`config.mk`:
```
export PLATFORM = sky130hd
export DESIGN_NAME = socks5_server_handshake_unit
export DESIGN_NICKNAME = d
export VERILOG_FILES = /design/src/design/s5hs_pkg.sv /design/src/design/socks5_server_handshake_unit.sv
export SDC_FILE = /design/constraint.sdc
export NUM_CORES = 1
export LEC_CHECK = 0
export ABC_AREA = 1
export BUFFER_PORTS_ARGS = -buffer_cell sky130_fd_sc_hd__buf_2
export CAP_MARGIN = 30
export CORE_MARGIN = 5
export CORE_UTILIZATION = 53
export CTS_BUF_LIST = sky130_fd_sc_hd__clkbuf_4 sky130_fd_sc_hd__clkbuf_8
export CTS_CLUSTER_SIZE = 14
export DETAILED_ROUTE_END_ITERATION = 10
export GPL_TIMING_DRIVEN = 0
export PLACE_DENSITY = 0.81
export SLEW_MARGIN = 20
export SYNTH_ARGS = -nofsm -noshare
export SYNTH_HDL_FRONTEND = slang
export SYNTH_SLANG_ARGS = --single-unit
```
`constraint.sdc`:
```
create_clock -name clk -period 5.9 [get_ports clk]
set_input_delay 0.295 -clock clk [delete_from_list [all_inputs] [get_ports clk]]
set_output_delay 0.295 -clock clk [all_outputs]
set_load 0.05 [all_outputs]
```
`src/design/s5hs_pkg.sv`:
```
`timescale 1ns / 1ps

package s5hs_pkg;

  // Result kinds, carried on m_axis_tuser
  localparam logic [2:0] KIND_PASS  = 3'd0;
  localparam logic [2:0] KIND_REPLY = 3'd1;
  localparam logic [2:0] KIND_DEST  = 3'd2;
  localparam logic [2:0] KIND_PORT  = 3'd3;
  localparam logic [2:0] KIND_ERROR = 3'd4;

  // Error codes
  localparam logic [2:0] ERR_INCOMPLETE  = 3'd0;
  localparam logic [2:0] ERR_BAD_VERSION = 3'd1;
  localparam logic [2:0] ERR_NO_AUTH     = 3'd2;
  localparam logic [2:0] ERR_BAD_COMMAND = 3'd3;
  localparam logic [2:0] ERR_BAD_ATYP    = 3'd4;

  // Destination types on the result side
  localparam logic [1:0] DTYPE_IPV4   = 2'd0;
  localparam logic [1:0] DTYPE_DOMAIN = 2'd1;
  localparam logic [1:0] DTYPE_IPV6   = 2'd2;

  // Session phases
  localparam logic [1:0] PH_GREET = 2'd0;
  localparam logic [1:0] PH_REQ   = 2'd1;
  localparam logic [1:0] PH_FWD   = 2'd2;

  // Tail part of a result burst
  localparam logic [1:0] TAIL_NONE  = 2'd0;
  localparam logic [1:0] TAIL_ERR   = 2'd1;
  localparam logic [1:0] TAIL_GREET = 2'd2;
  localparam logic [1:0] TAIL_CONN  = 2'd3;

  // Protocol constants
  localparam logic [7:0] SOCKS_VER    = 8'd5;
  localparam logic [7:0] CMD_CONNECT  = 8'd1;
  localparam logic [7:0] ATYP_IPV4    = 8'd1;
  localparam logic [7:0] ATYP_DOMAIN  = 8'd3;
  localparam logic [7:0] ATYP_IPV6    = 8'd4;
  localparam logic [7:0] METHOD_NONE  = 8'd0;

  localparam logic [8:0] CNT_MAX      = 9'd511;
  localparam logic [8:0] REQ_LEN_V4   = 9'd10;
  localparam logic [8:0] REQ_LEN_V6   = 9'd22;
  localparam logic [8:0] DOMAIN_EXTRA = 9'd7;
  localparam logic [8:0] GREET_EXTRA  = 9'd2;
  localparam logic [8:0] ADDR_START   = 9'd4;
  localparam logic [8:0] DOMAIN_START = 9'd5;
  localparam logic [8:0] V4_ADDR_END  = 9'd8;
  localparam logic [8:0] V6_ADDR_END  = 9'd20;

  // Burst lengths (port result plus reply bytes)
  localparam logic [4:0] CONN_LEN_V4  = 5'd11;
  localparam logic [4:0] CONN_LEN_V6  = 5'd23;

endpackage

```
`src/design/socks5_server_handshake_unit.sv`:
```
`timescale 1ns / 1ps
// The first result of an input item is presented in the cycle after the item is accepted.
// Throughput: one input item per cycle while each item yields at most one result and m_axis_tready is high.
// A handshake reply burst (2, 11 or 23 results) holds s_axis_tready low until its last
// result is taken; the burst register is the only result buffer.
// Reset (rst, synchronous): greeting phase, message state cleared, pending results dropped.
module socks5_server_handshake_unit (
  input  logic        clk,
  input  logic        rst,
  input  logic        s_axis_tvalid,
  output logic        s_axis_tready,
  input  logic [7:0]  s_axis_tdata,   // [7:0] data_byte
  input  logic        s_axis_tlast,   // message_end
  output logic        m_axis_tvalid,
  input  logic        m_axis_tready,
  output logic [31:0] m_axis_tdata,   // [7:0] result_byte, [23:8] dest_port,
                                      // [25:24] dest_type, [28:26] error_kind, rest zero
  output logic [2:0]  m_axis_tuser,   // [2:0] result_kind
  output logic        m_axis_tlast    // run_end
);
  import s5hs_pkg::*;

  // Session and message state
  logic [1:0] phase, phase_next;
  logic [8:0] byte_count, byte_count_next;
  logic       version_bad, version_bad_next;
  logic [7:0] count_or_length, count_or_length_next;
  logic       no_auth_seen, no_auth_seen_next;
  logic       command_bad, command_bad_next;
  logic [7:0] address_kind, address_kind_next;
  logic [7:0] port_high, port_high_next;

  // Pending burst
  logic       job_valid;
  logic [4:0] pos;
  logic [4:0] job_last;
  logic       job_lead;
  logic [2:0] job_lead_kind;
  logic [7:0] job_byte;
  logic [1:0] job_type;
  logic [1:0] job_tail;
  logic [2:0] job_err;
  logic [15:0] job_port;
  logic [1:0] job_ptype;
  logic       job_ipv6;

  // Values for a burst to load
  logic       ld_lead;
  logic [2:0] ld_lead_kind;
  logic [1:0] ld_type;
  logic [1:0] ld_tail;
  logic [2:0] ld_err;
  logic [1:0] ld_ptype;
  logic       ld_ipv6;
  logic [4:0] ld_tail_len;
  logic [4:0] ld_len;
  logic       ld_has;

  logic       in_accept;
  logic       out_take;
  logic       out_is_last;

  logic [7:0] b;
  logic [8:0] idx;
  logic [8:0] size;
  logic       vb_cur;
  logic       cb_cur;
  logic [7:0] ak_cur;
  logic [7:0] len_cur;
  logic       na_cur;
  logic       addr_v4, addr_dom, addr_v6;

  logic [4:0] t;
  logic [2:0] r_kind;
  logic [7:0] r_byte;
  logic [15:0] r_port;
  logic [1:0] r_type;
  logic [2:0] r_err;

  assign b           = s_axis_tdata;
  assign idx         = byte_count;
  assign out_is_last = (pos == job_last);
  assign out_take    = job_valid && m_axis_tready;
  assign s_axis_tready = !job_valid || (m_axis_tready && out_is_last);
  assign in_accept   = s_axis_tvalid && s_axis_tready;

  // Saturating message size including this byte
  assign size = (byte_count == CNT_MAX) ? byte_count : byte_count + 9'd1;

  // Field captures as seen with this byte included
  assign vb_cur  = (idx == 9'd0) ? (b != SOCKS_VER) : version_bad;
  assign cb_cur  = (idx == 9'd1) ? (b != CMD_CONNECT) : command_bad;
  assign ak_cur  = (idx == 9'd3) ? b : address_kind;
  assign len_cur = (phase == PH_REQ) ? ((idx == 9'd4) ? b : count_or_length)
                                     : ((idx == 9'd1) ? b : count_or_length);
  assign na_cur  = no_auth_seen || ((idx >= 9'd2) && (b == METHOD_NONE));

  // Address byte windows by address type
  assign addr_v4  = (ak_cur == ATYP_IPV4) && (idx >= ADDR_START) && (idx < V4_ADDR_END);
  assign addr_dom = (ak_cur == ATYP_DOMAIN) && (idx >= DOMAIN_START)
                    && (idx < DOMAIN_START + {1'b0, len_cur});
  assign addr_v6  = (ak_cur == ATYP_IPV6) && (idx >= ADDR_START) && (idx < V6_ADDR_END);

  // Parse one byte: next state and the burst it causes
  always_comb begin
    phase_next           = phase;
    byte_count_next      = byte_count;
    version_bad_next     = version_bad;
    count_or_length_next = count_or_length;
    no_auth_seen_next    = no_auth_seen;
    command_bad_next     = command_bad;
    address_kind_next    = address_kind;
    port_high_next       = port_high;
    ld_lead      = 1'b0;
    ld_lead_kind = KIND_PASS;
    ld_type      = DTYPE_IPV4;
    ld_tail      = TAIL_NONE;
    ld_err       = ERR_INCOMPLETE;
    ld_ptype     = DTYPE_IPV4;
    ld_ipv6      = 1'b0;

    if (phase == PH_FWD) begin
      ld_lead = 1'b1;
    end else if (phase == PH_REQ) begin
      byte_count_next      = size;
      version_bad_next     = vb_cur;
      command_bad_next     = cb_cur;
      address_kind_next    = ak_cur;
      count_or_length_next = len_cur;
      port_high_next       = b;
      if (addr_v4 || addr_dom || addr_v6) begin
        ld_lead      = 1'b1;
        ld_lead_kind = KIND_DEST;
        ld_type      = addr_dom ? DTYPE_DOMAIN : (addr_v6 ? DTYPE_IPV6 : DTYPE_IPV4);
      end
      if (s_axis_tlast) begin
        ld_tail = TAIL_ERR;
        if (size < REQ_LEN_V4) begin
          ld_err = ERR_INCOMPLETE;
        end else if (vb_cur) begin
          ld_err = ERR_BAD_VERSION;
        end else if (cb_cur) begin
          ld_err = ERR_BAD_COMMAND;
        end else if (ak_cur == ATYP_IPV4) begin
          if (size == REQ_LEN_V4) ld_tail = TAIL_CONN;
          ld_ptype = DTYPE_IPV4;
        end else if (ak_cur == ATYP_DOMAIN) begin
          if (size == DOMAIN_EXTRA + {1'b0, len_cur}) ld_tail = TAIL_CONN;
          ld_ptype = DTYPE_DOMAIN;
        end else if (ak_cur == ATYP_IPV6) begin
          if (size == REQ_LEN_V6) ld_tail = TAIL_CONN;
          ld_ptype = DTYPE_IPV6;
          ld_ipv6  = 1'b1;
        end else begin
          ld_err = ERR_BAD_ATYP;
        end
        if (ld_tail == TAIL_CONN) phase_next = PH_FWD;
      end
    end else begin
      byte_count_next      = size;
      version_bad_next     = vb_cur;
      count_or_length_next = len_cur;
      no_auth_seen_next    = na_cur;
      if (s_axis_tlast) begin
        ld_tail = TAIL_ERR;
        if (size <= GREET_EXTRA) begin
          ld_err = ERR_INCOMPLETE;
        end else if (vb_cur) begin
          ld_err = ERR_BAD_VERSION;
        end else if (size != GREET_EXTRA + {1'b0, len_cur}) begin
          ld_err = ERR_INCOMPLETE;
        end else if (!na_cur) begin
          ld_err = ERR_NO_AUTH;
        end else begin
          ld_tail    = TAIL_GREET;
          phase_next = PH_REQ;
        end
      end
    end

    // Clear message state at the end of a handshake message
    if ((phase != PH_FWD) && s_axis_tlast) begin
      byte_count_next      = 9'd0;
      version_bad_next     = 1'b0;
      count_or_length_next = 8'd0;
      no_auth_seen_next    = 1'b0;
      command_bad_next     = 1'b0;
      address_kind_next    = 8'd0;
      port_high_next       = 8'd0;
    end
  end

  // Burst length
  always_comb begin
    case (ld_tail)
      TAIL_NONE:  ld_tail_len = 5'd0;
      TAIL_ERR:   ld_tail_len = 5'd1;
      TAIL_GREET: ld_tail_len = 5'd2;
      TAIL_CONN:  ld_tail_len = ld_ipv6 ? CONN_LEN_V6 : CONN_LEN_V4;
      default:    ld_tail_len = 5'd0;
    endcase
  end
  assign ld_len = {4'd0, ld_lead} + ld_tail_len;
  assign ld_has = (ld_len != 5'd0);

  // Update session state on each accepted item
  always_ff @(posedge clk) begin
    if (rst) begin
      phase           <= PH_GREET;
      byte_count      <= 9'd0;
      version_bad     <= 1'b0;
      count_or_length <= 8'd0;
      no_auth_seen    <= 1'b0;
      command_bad     <= 1'b0;
      address_kind    <= 8'd0;
      port_high       <= 8'd0;
    end else if (in_accept) begin
      phase           <= phase_next;
      byte_count      <= byte_count_next;
      version_bad     <= version_bad_next;
      count_or_length <= count_or_length_next;
      no_auth_seen    <= no_auth_seen_next;
      command_bad     <= command_bad_next;
      address_kind    <= address_kind_next;
      port_high       <= port_high_next;
    end
  end

  // Advance the burst sequencer
  always_ff @(posedge clk) begin
    if (rst) begin
      job_valid <= 1'b0;
      pos       <= 5'd0;
    end else if (in_accept && ld_has) begin
      job_valid <= 1'b1;
      pos       <= 5'd0;
    end else if (out_take) begin
      if (out_is_last) begin
        job_valid <= 1'b0;
      end else begin
        pos <= pos + 5'd1;
      end
    end
  end

  // Load burst payload
  always_ff @(posedge clk) begin
    if (in_accept && ld_has) begin
      job_last      <= ld_len - 5'd1;
      job_lead      <= ld_lead;
      job_lead_kind <= ld_lead_kind;
      job_byte      <= b;
      job_type      <= ld_type;
      job_tail      <= ld_tail;
      job_err       <= ld_err;
      job_port      <= {port_high, b};
      job_ptype     <= ld_ptype;
      job_ipv6      <= ld_ipv6;
    end
  end

  // Select the result at the current burst position
  assign t = pos - {4'd0, job_lead};
  always_comb begin
    r_kind = KIND_PASS;
    r_byte = 8'd0;
    r_port = 16'd0;
    r_type = DTYPE_IPV4;
    r_err  = ERR_INCOMPLETE;
    if (job_lead && (pos == 5'd0)) begin
      r_kind = job_lead_kind;
      r_byte = job_byte;
      r_type = job_type;
    end else begin
      case (job_tail)
        TAIL_ERR: begin
          r_kind = KIND_ERROR;
          r_err  = job_err;
        end
        TAIL_GREET: begin
          r_kind = KIND_REPLY;
          r_byte = (t == 5'd0) ? SOCKS_VER : 8'd0;
        end
        TAIL_CONN: begin
          if (t == 5'd0) begin
            r_kind = KIND_PORT;
            r_port = job_port;
            r_type = job_ptype;
          end else begin
            r_kind = KIND_REPLY;
            if (t == 5'd1) r_byte = SOCKS_VER;
            else if (t == 5'd4) r_byte = job_ipv6 ? ATYP_IPV6 : ATYP_IPV4;
          end
        end
        default: begin
          r_kind = KIND_PASS;
        end
      endcase
    end
  end

  assign m_axis_tvalid = job_valid;
  assign m_axis_tuser  = r_kind;
  assign m_axis_tdata  = {3'd0, r_err, r_type, r_port, r_byte};
  assign m_axis_tlast  = out_is_last;

  // Forwarding is final until reset
  a_fwd_sticky: assert property (@(posedge clk) disable iff (rst)
    (phase == PH_FWD) |=> (phase == PH_FWD))
    else $error("left forwarding phase");

  // Burst position stays inside the burst
  a_pos_bound: assert property (@(posedge clk) disable iff (rst)
    job_valid |-> (pos <= job_last))
    else $error("burst position past its end");

  // A taken port result is followed by the reply bytes
  a_port_then_reply: assert property (@(posedge clk) disable iff (rst)
    (job_valid && m_axis_tready && (r_kind == KIND_PORT))
    |=> (job_valid && (r_kind == KIND_REPLY)))
    else $error("port result not followed by reply");

  // A handshake message end clears the byte counter
  a_msg_clear: assert property (@(posedge clk) disable iff (rst)
    (in_accept && s_axis_tlast && (phase != PH_FWD)) |=> (byte_count == 9'd0))
    else $error("message state not cleared");

  // A new item is taken only when the burst register frees up
  a_no_overrun: assert property (@(posedge clk) disable iff (rst)
    (in_accept && job_valid) |-> (m_axis_tready && out_is_last))
    else $error("item accepted over a pending burst");

endmodule
```
==> reports/results.ini, run 1 <==
[power]
leakage_nw=3.042
powerDensity_mw_per_mm2=182.6
irDropWorstVdd_mv=0.08994
report.power.total_mw=1.193

[synthesis]
synthArstFlopShare_pct=0
seq_area_frac_synth_pct=31.99
syn-cell-area_sq_mm=0.005851
synth_edf_count=33
ys_warn_count=0
synth-seq-cells=77
synth.distinct_cells=47
synthFlopType=dfxtp_1
synth_cells=845
postSynthAreaPerCell_sq_um=6.924

[drt]
firstDrtPassIters=5
drc=0
ant_nets=0
drtIter0Drc=574
wl_per_cell_um=13.88
route.vias.total=5657
routed_via_density=5.357
finalWirelength_mm=14.65

[clock_network]
insertion_delay_ns=0.36
cts_root_buf=clkbuf_8
clk_path_buf_depth=2
cts_made_buffers=9
numClockSinks=77
htreeDepth=3
cts_hold_buf=0
cts_tree=done
clk_pin_slew_ns=0.08

[global_routing]
grt_pass1_vias=5102
grt_usage_pct=22.85
grt_max_degree=23
grt_first_pass_wirelength_mm=24.33
overflow=0
grt_antenna_before_repair=0

[timing]
fmax_ghz=0.1803
tns_ns=0
setup_viol=0
finClkSkew_ns=0.01203
slew_headroom_pct=50.55
hold_violations=0
tightest_slew_ns=0.7418
fin_crit_ns=5.546
setup_slack_ns=0.3543
timing.final.crit_share_pct=93.99
rsz0062_at_grt=no
report.final.slew_viol_count=0
timing.hold.ws_ns=0.1873

[hold_path]
holdCritPathClass=input port to flip-flop
whs_path_depth=1

[placement]
dp_hpwl_mm=11.47
place_ws_ns=0.2435
dp_cells=1035
dpl_cell_area_sq_mm=0.006296
io_buffers=47
gp_congestion=0.9275

[worst_setup_path]
critPathKind=flip-flop to flip-flop
cp_max_fo=22
startpoint_type=flip-flop
slowest_delay_ns=0.40
reg2reg_depth=32
timing.critical_path.mode_cell=nand2_1
endpoint_kind=flip-flop
slowest_stage=dfxtp_1
cp_data_arrival_time_ns=5.66
required_ns=6.02

[finish]
postLayoutCellArea_sq_mm=0.006534
area_growth_pct=11.68
fill_cells=997
finalNetCount=950
drive_gt1_share_pct=16.92
finalNonFillerCells=1056
fin_util_pct=60.27
diodes=0

[floorplan]
ios=51
dieArea_sq_mm=0.01324
start_util_pct=53.97
die_w_um=115.1
core_sq_mm=0.01084
die_h_um=115.1
rows=38

[status]
outcome=completed

[job]
drv_cap=0

[where the power goes]
group          internal, mW  switching (mW)  leakage, nW
combinational        0.0616           0.155         2.28
clock                 0.199           0.202       0.0973
sequential            0.569         0.00610        0.669
total                 0.830           0.363         3.04
[worst max-delay path, delay by kind of cell, from the launching register on]
| family | cells | cell delay, ns |
|---|---|---|
| buffers and inverters | 6 | 0.96 |
| AO/OA/AOI/OAI | 5 | 0.96 |
| adder cells (fa/ha/maj) | 6 | 1.26 |
| flip-flops | 1 | 0.40 |
| AND/OR/NAND/NOR | 14 | 1.54 |
| XOR/XNOR | 1 | 0.17 |
[cells by family (layout without fill, tap and decap cells)]
kind of cell	after synthesis	count (layout)	synth area share [%]
other	1	3	0.06410
buffers and inverters	145	214	10.33
DFF	77	77	31.99
xor gates and xnor gates	22	22	3.422
adders and majority gates	26	26	5.560
and+or+nand+nor	495	495	40.59
AOI/OAI and AO/OA	79	79	8.041
[metal layers]
metal	vias to the layer above	global-route usage, %	routed length (um)
met5	-	0	0
met4	0	10.25	488
met3	37	4.474	988
met2	196	36.46	6628
met1	2535	30.04	6547
li1	2889	-	-
[path summary, 6_finish.rpt]
path	from	end	slack, ns
worst max-delay path	byte_count[1]$_SDFFE_PP0P_	job_port[7]$_DFFE_PP_	0.35
worst min-delay path	s_axis_tdata[1]	job_byte[1]$_DFFE_PP_	0.19
worst max register to register	byte_count[1]$_SDFFE_PP0P_	job_port[7]$_DFFE_PP_	0.35
worst min register to register	port_high[4]$_SDFFE_PP0P_	job_port[12]$_DFFE_PP_	0.43
[what timing repair did]
action,in CTS,in global routing
hold endpoints to repair,0,0
buffers inserted,0,5
gates resized for setup,0,2
endpoints found under the setup margin,0,26
[sequential cells by signal, summed over array words and instances, names as in the netlist, 3 cells and up]
name,flops
address_kind,8
byte_count,9
count_or_length,8
job_byte,7
job_err,3
job_last,5
job_port,9
port_high,8
pos,5
[placed cells by master, fill, tap and decap left out, drive strengths merged]
cell / n
buf: 67
a22oi: 11
nand2: 236
o21bai: 1
nand3: 95
or2: 3
o21ai: 10
o22ai: 1
a31oi: 3
inv: 116
dfxtp: 44
nor4b: 1
ha: 26
a211oi: 6
nor4: 6
xor2: 18
edfxtp: 33
nor3: 9
a2111oi: 2
nand4: 28
o21a: 1
clkinv: 8
bufinv: 1
nor3b: 1
nor2: 112
nand3b: 4
clkinvlp: 2
a21oi: 44
conb: 3
xnor2: 4
clkbuf: 20
[final cells by class]
| cell class | instances | area (sq um) | area share (%) |
|---|---|---|---|
| Multi-Input combinational cell | 625 | 3383 | 51.78 |
| Sequential cell | 77 | 1872 | 28.65 |
| Inverter | 121 | 460.4 | 7.047 |
| Timing Repair Buffer | 53 | 300.3 | 4.596 |
| Tap cell | 140 | 175.2 | 2.681 |
| Buffer | 24 | 147.6 | 2.260 |
| Clock buffer | 10 | 131.4 | 2.011 |
| Clock inverter | 6 | 63.81 | 0.9766 |
[synth_stat cells (2+ instances only)]
library cell / number / area (sq um)
a21oi_1: 40 / 200.2
xor2_1: 17 / 148.9
o21ai_1: 2 / 10.01
nor2_1: 90 / 337.8
a22oi_1: 11 / 82.58
nor4_1: 6 / 37.54
nand4_1: 26 / 162.7
clkinv_1: 4 / 15.01
nor2_4: 5 / 56.30
nor2_2: 15 / 93.84
a21oi_2: 4 / 35.03
nor2_8: 2 / 40.04
buf_4: 3 / 22.52
inv_1: 104 / 390.4
nand3_4: 3 / 52.55
nand4_2: 2 / 25.02
edfxtp_1: 33 / 991.0
nand2_4: 8 / 90.09
a211oi_1: 6 / 45.04
clkbuf_1: 10 / 37.54
inv_2: 12 / 45.04
buf_6: 3 / 33.78
buf_2: 6 / 30.03
a2111oi_0: 2 / 17.52
nor3_2: 2 / 20.02
nand3_1: 91 / 455.4
xnor2_1: 4 / 35.03
nand2_2: 13 / 81.33
nand3b_1: 4 / 30.03
o21ai_0: 8 / 40.04
dfxtp_1: 44 / 880.8
or2_2: 3 / 18.77
nand2_1: 215 / 807.0
ha_1: 26 / 325.3
a31oi_1: 3 / 18.77
nor3_1: 7 / 35.03
Note: power is estimated with default switching activity, not from simulation.
==> run 2: changes to the inputs <==
- BUFFER_PORTS_ARGS: -buffer_cell sky130_fd_sc_hd__buf_2 -> -buffer_cell sky130_fd_sc_hd__buf_4
- CELL_PAD_IN_SITES_DETAIL_PLACEMENT: unset -> 1
- CELL_PAD_IN_SITES_GLOBAL_PLACEMENT: unset -> 1
- CORE_UTILIZATION: 53 -> 45
- PLACE_DENSITY: 0.81 -> 0.92
==> reports/results.ini, run 2 (same netlist as run 1, synthesis figures left out) <==
[status]
outcome=completed  ; unchanged

[floorplan]
die_h_um=124.0  ; was 115.1 um
core_sq_mm=0.01267  ; was 0.01084 sq mm
start_util_pct=46.17  ; was 53.97%
rows=41  ; was 38
dieArea_sq_mm=0.01538  ; was 0.01324 sq mm
die_w_um=124.0  ; was 115.1 um
ios=51  ; unchanged

[hold_path]
holdCritPathClass=input port to flip-flop  ; unchanged
min_from=s_axis_tdata[7]  ; was s_axis_tdata[1]
min_to=job_port[7]$_DFFE_PP_  ; was job_byte[1]$_DFFE_PP_
whs_path_depth=1  ; unchanged

[finish]
reg_top3=byte_count x9, job_port x9  ; unchanged
finalNetCount=950  ; unchanged
fin_util_pct=52.77  ; was 60.27%
drive_gt1_share_pct=17.03  ; was 16.92%
final_cell_mix=215 x nand2_1, 103 x inv_1, 91 x nand3_1  ; unchanged
diodes=0  ; unchanged
area_growth_pct=14.29  ; was 11.68%
final_common_cell=nand2_1  ; unchanged
postLayoutCellArea_sq_mm=0.006686  ; was 0.006534 sq mm

[worst_setup_path]
startpoint_type=flip-flop  ; unchanged
endpoint_kind=flip-flop  ; unchanged
cp_max_fo=10  ; was 22
r2r_slack_ns=0.37  ; was 0.35 ns
cp_data_arrival_time_ns=5.67  ; was 5.66 ns
reg2reg_depth=32  ; unchanged
slowest_stage=dfxtp_1  ; unchanged
timing.critical_path.mode_cell=nand2_1  ; unchanged
reg2reg_from=byte_count[1]$_SDFFE_PP0P_  ; unchanged
r2r_end=job_last[2]$_DFFE_PP_  ; was job_port[7]$_DFFE_PP_
required_ns=6.04  ; was 6.02 ns
slowest_delay_ns=0.41  ; was 0.40 ns
critPathKind=flip-flop to flip-flop  ; unchanged

[placement]
gp_congestion=0.9181  ; was 0.9275
dp_hpwl_mm=15.54  ; was 11.47 mm
io_buffers=47  ; unchanged
dpl_cell_area_sq_mm=0.006441  ; was 0.006296 sq mm

[power]
irDropWorstVdd_mv=0.1353  ; was 0.08994 mV
leakage_nw=3.061  ; was 3.042 nW
powerDensity_mw_per_mm2=187.2  ; was 182.6 mW/mm^2

[timing]
setup_viol=0  ; unchanged
hold_violations=0  ; unchanged
tns_ns=0  ; unchanged
fin_crit_ns=5.532  ; was 5.546 ns
tightest_slew_ns=0.8240  ; was 0.7418 ns
timing.final.crit_share_pct=93.76  ; was 93.99%
report.final.slew_viol_count=0  ; unchanged
finClkSkew_ns=0.01689  ; was 0.01203 ns
fmax_ghz=0.1808  ; was 0.1803 GHz
slew_headroom_pct=44.70  ; was 50.55%
timing.hold.ws_ns=0.1364  ; was 0.1873 ns
rsz0062_at_grt=no  ; unchanged

[global_routing]
grt_first_pass_wirelength_mm=31.97  ; was 24.33 mm
grt_antenna_before_repair=0  ; unchanged
grt_max_degree=22  ; was 23
overflow=0  ; unchanged
grt_pass1_vias=6299  ; was 5102
grt_usage_pct=27.03  ; was 22.85%

[drt]
finalWirelength_mm=20.23  ; was 14.65 mm
drc=0  ; unchanged
drtIter0Drc=432  ; was 574
routed_via_density=5.603  ; was 5.357
route.vias.total=6096  ; was 5657
firstDrtPassIters=5  ; unchanged
ant_nets=0  ; unchanged
wl_per_cell_um=18.60  ; was 13.88 um

[clock_network]
htreeDepth=3  ; unchanged
numClockSinks=77  ; unchanged
cts_made_buffers=9  ; unchanged
insertion_delay_ns=0.39  ; was 0.36 ns
clk_path_buf_depth=2  ; unchanged
cts_root_buf=clkbuf_8  ; unchanged
clk_pin_slew_ns=0.10  ; was 0.08 ns
cts_tree=done  ; unchanged

[job]
drv_cap=0  ; unchanged

==> run 2: cell count changes in the layout (fill, tap and decap cells not counted), sizes merged <==
| cell | change |
|---|---|
| inv | +2 |
| clkinvlp | -1 |
| clkinv | -1 |
==> run 2: critical path, delay by kind of cell (launching register included) <==
family                   cells  cell delay, ns
AND/OR/NAND/NOR             14            1.60
adder cells (fa/ha/maj)      6            1.28
buffers and inverters        6            0.92
AO/OA/AOI/OAI                5            0.88
flip-flops                   1            0.41
XOR/XNOR                     1            0.17
==> run 2: what timing repair did <==
action | in CTS | in global routing
hold buffers | 0 | 0
endpoints found under the setup margin | 0 | 33
buffers inserted | 0 | 5
resized for setup | 0 | 1
==> run 2: area by class of cell <==
cell class / instances / area (sq um)
buffer: 24 / 147.6
sequential: 77 / 1872
clock inverter: 6 / 72.57
timing repair buffer: 53 / 405.4
tap: 172 / 215.2
fill: 1695 / 5984
multi-input combinational: 625 / 3382
inverter: 121 / 460.4
clock buffer: 10 / 131.4
==> run 2: how the worst max path moves through the flow <==
stage,startpoint,depth (start not counted),to
final,byte_count[1]$_SDFFE_PP0P_,32,job_last[2]$_DFFE_PP_
after global routing,byte_count[1]$_SDFFE_PP0P_,32,job_lead_kind[1]$_SDFFCE_PP0P_
after CTS,byte_count[1]$_SDFFE_PP0P_,31,job_lead_kind[1]$_SDFFCE_PP0P_
after detailed placement,byte_count[1]$_SDFFE_PP0P_,31,job_byte[5]$_DFFE_PP_
after global placement,byte_count[1]$_SDFFE_PP0P_,31,job_byte[5]$_DFFE_PP_
after floorplan,byte_count[1]$_SDFFE_PP0P_,29,job_byte[0]$_DFFE_PP_
==> run 2: through the flow <==
stage	std cells	power, mW	worst slack, ns
after detailed placement	1067	0.8175	0.1581
after global placement	1066	0.8050	0.02288
after global routing	1088	1.295	0.002244
after floorplan	847	0.7429	0.8790
final	1088	1.252	0.3679
after CTS	1083	1.246	0.1077
==> run 2: power breakdown <==
part	internal [mW]	total [mW]	switching, mW	leakage, nW
Combinational	0.0669	0.236	0.169	2.29
Clock	0.205	0.439	0.233	0.106
Sequential	0.569	0.577	0.00791	0.669
Total	0.842	1.25	0.410	3.06
==> run 2: layer usage <==
| metal | vias up | GRT usage (%) | share of wire [%] |
|---|---|---|---|
| li1 | 2877 | - | - |
| met1 | 2945 | 30.93 | 40 |
| met2 | 214 | 49.21 | 49 |
| met3 | 60 | 4.905 | 6.6 |
| met4 | 0 | 11.36 | 3.4 |
| met5 | - | 0 | 0 |
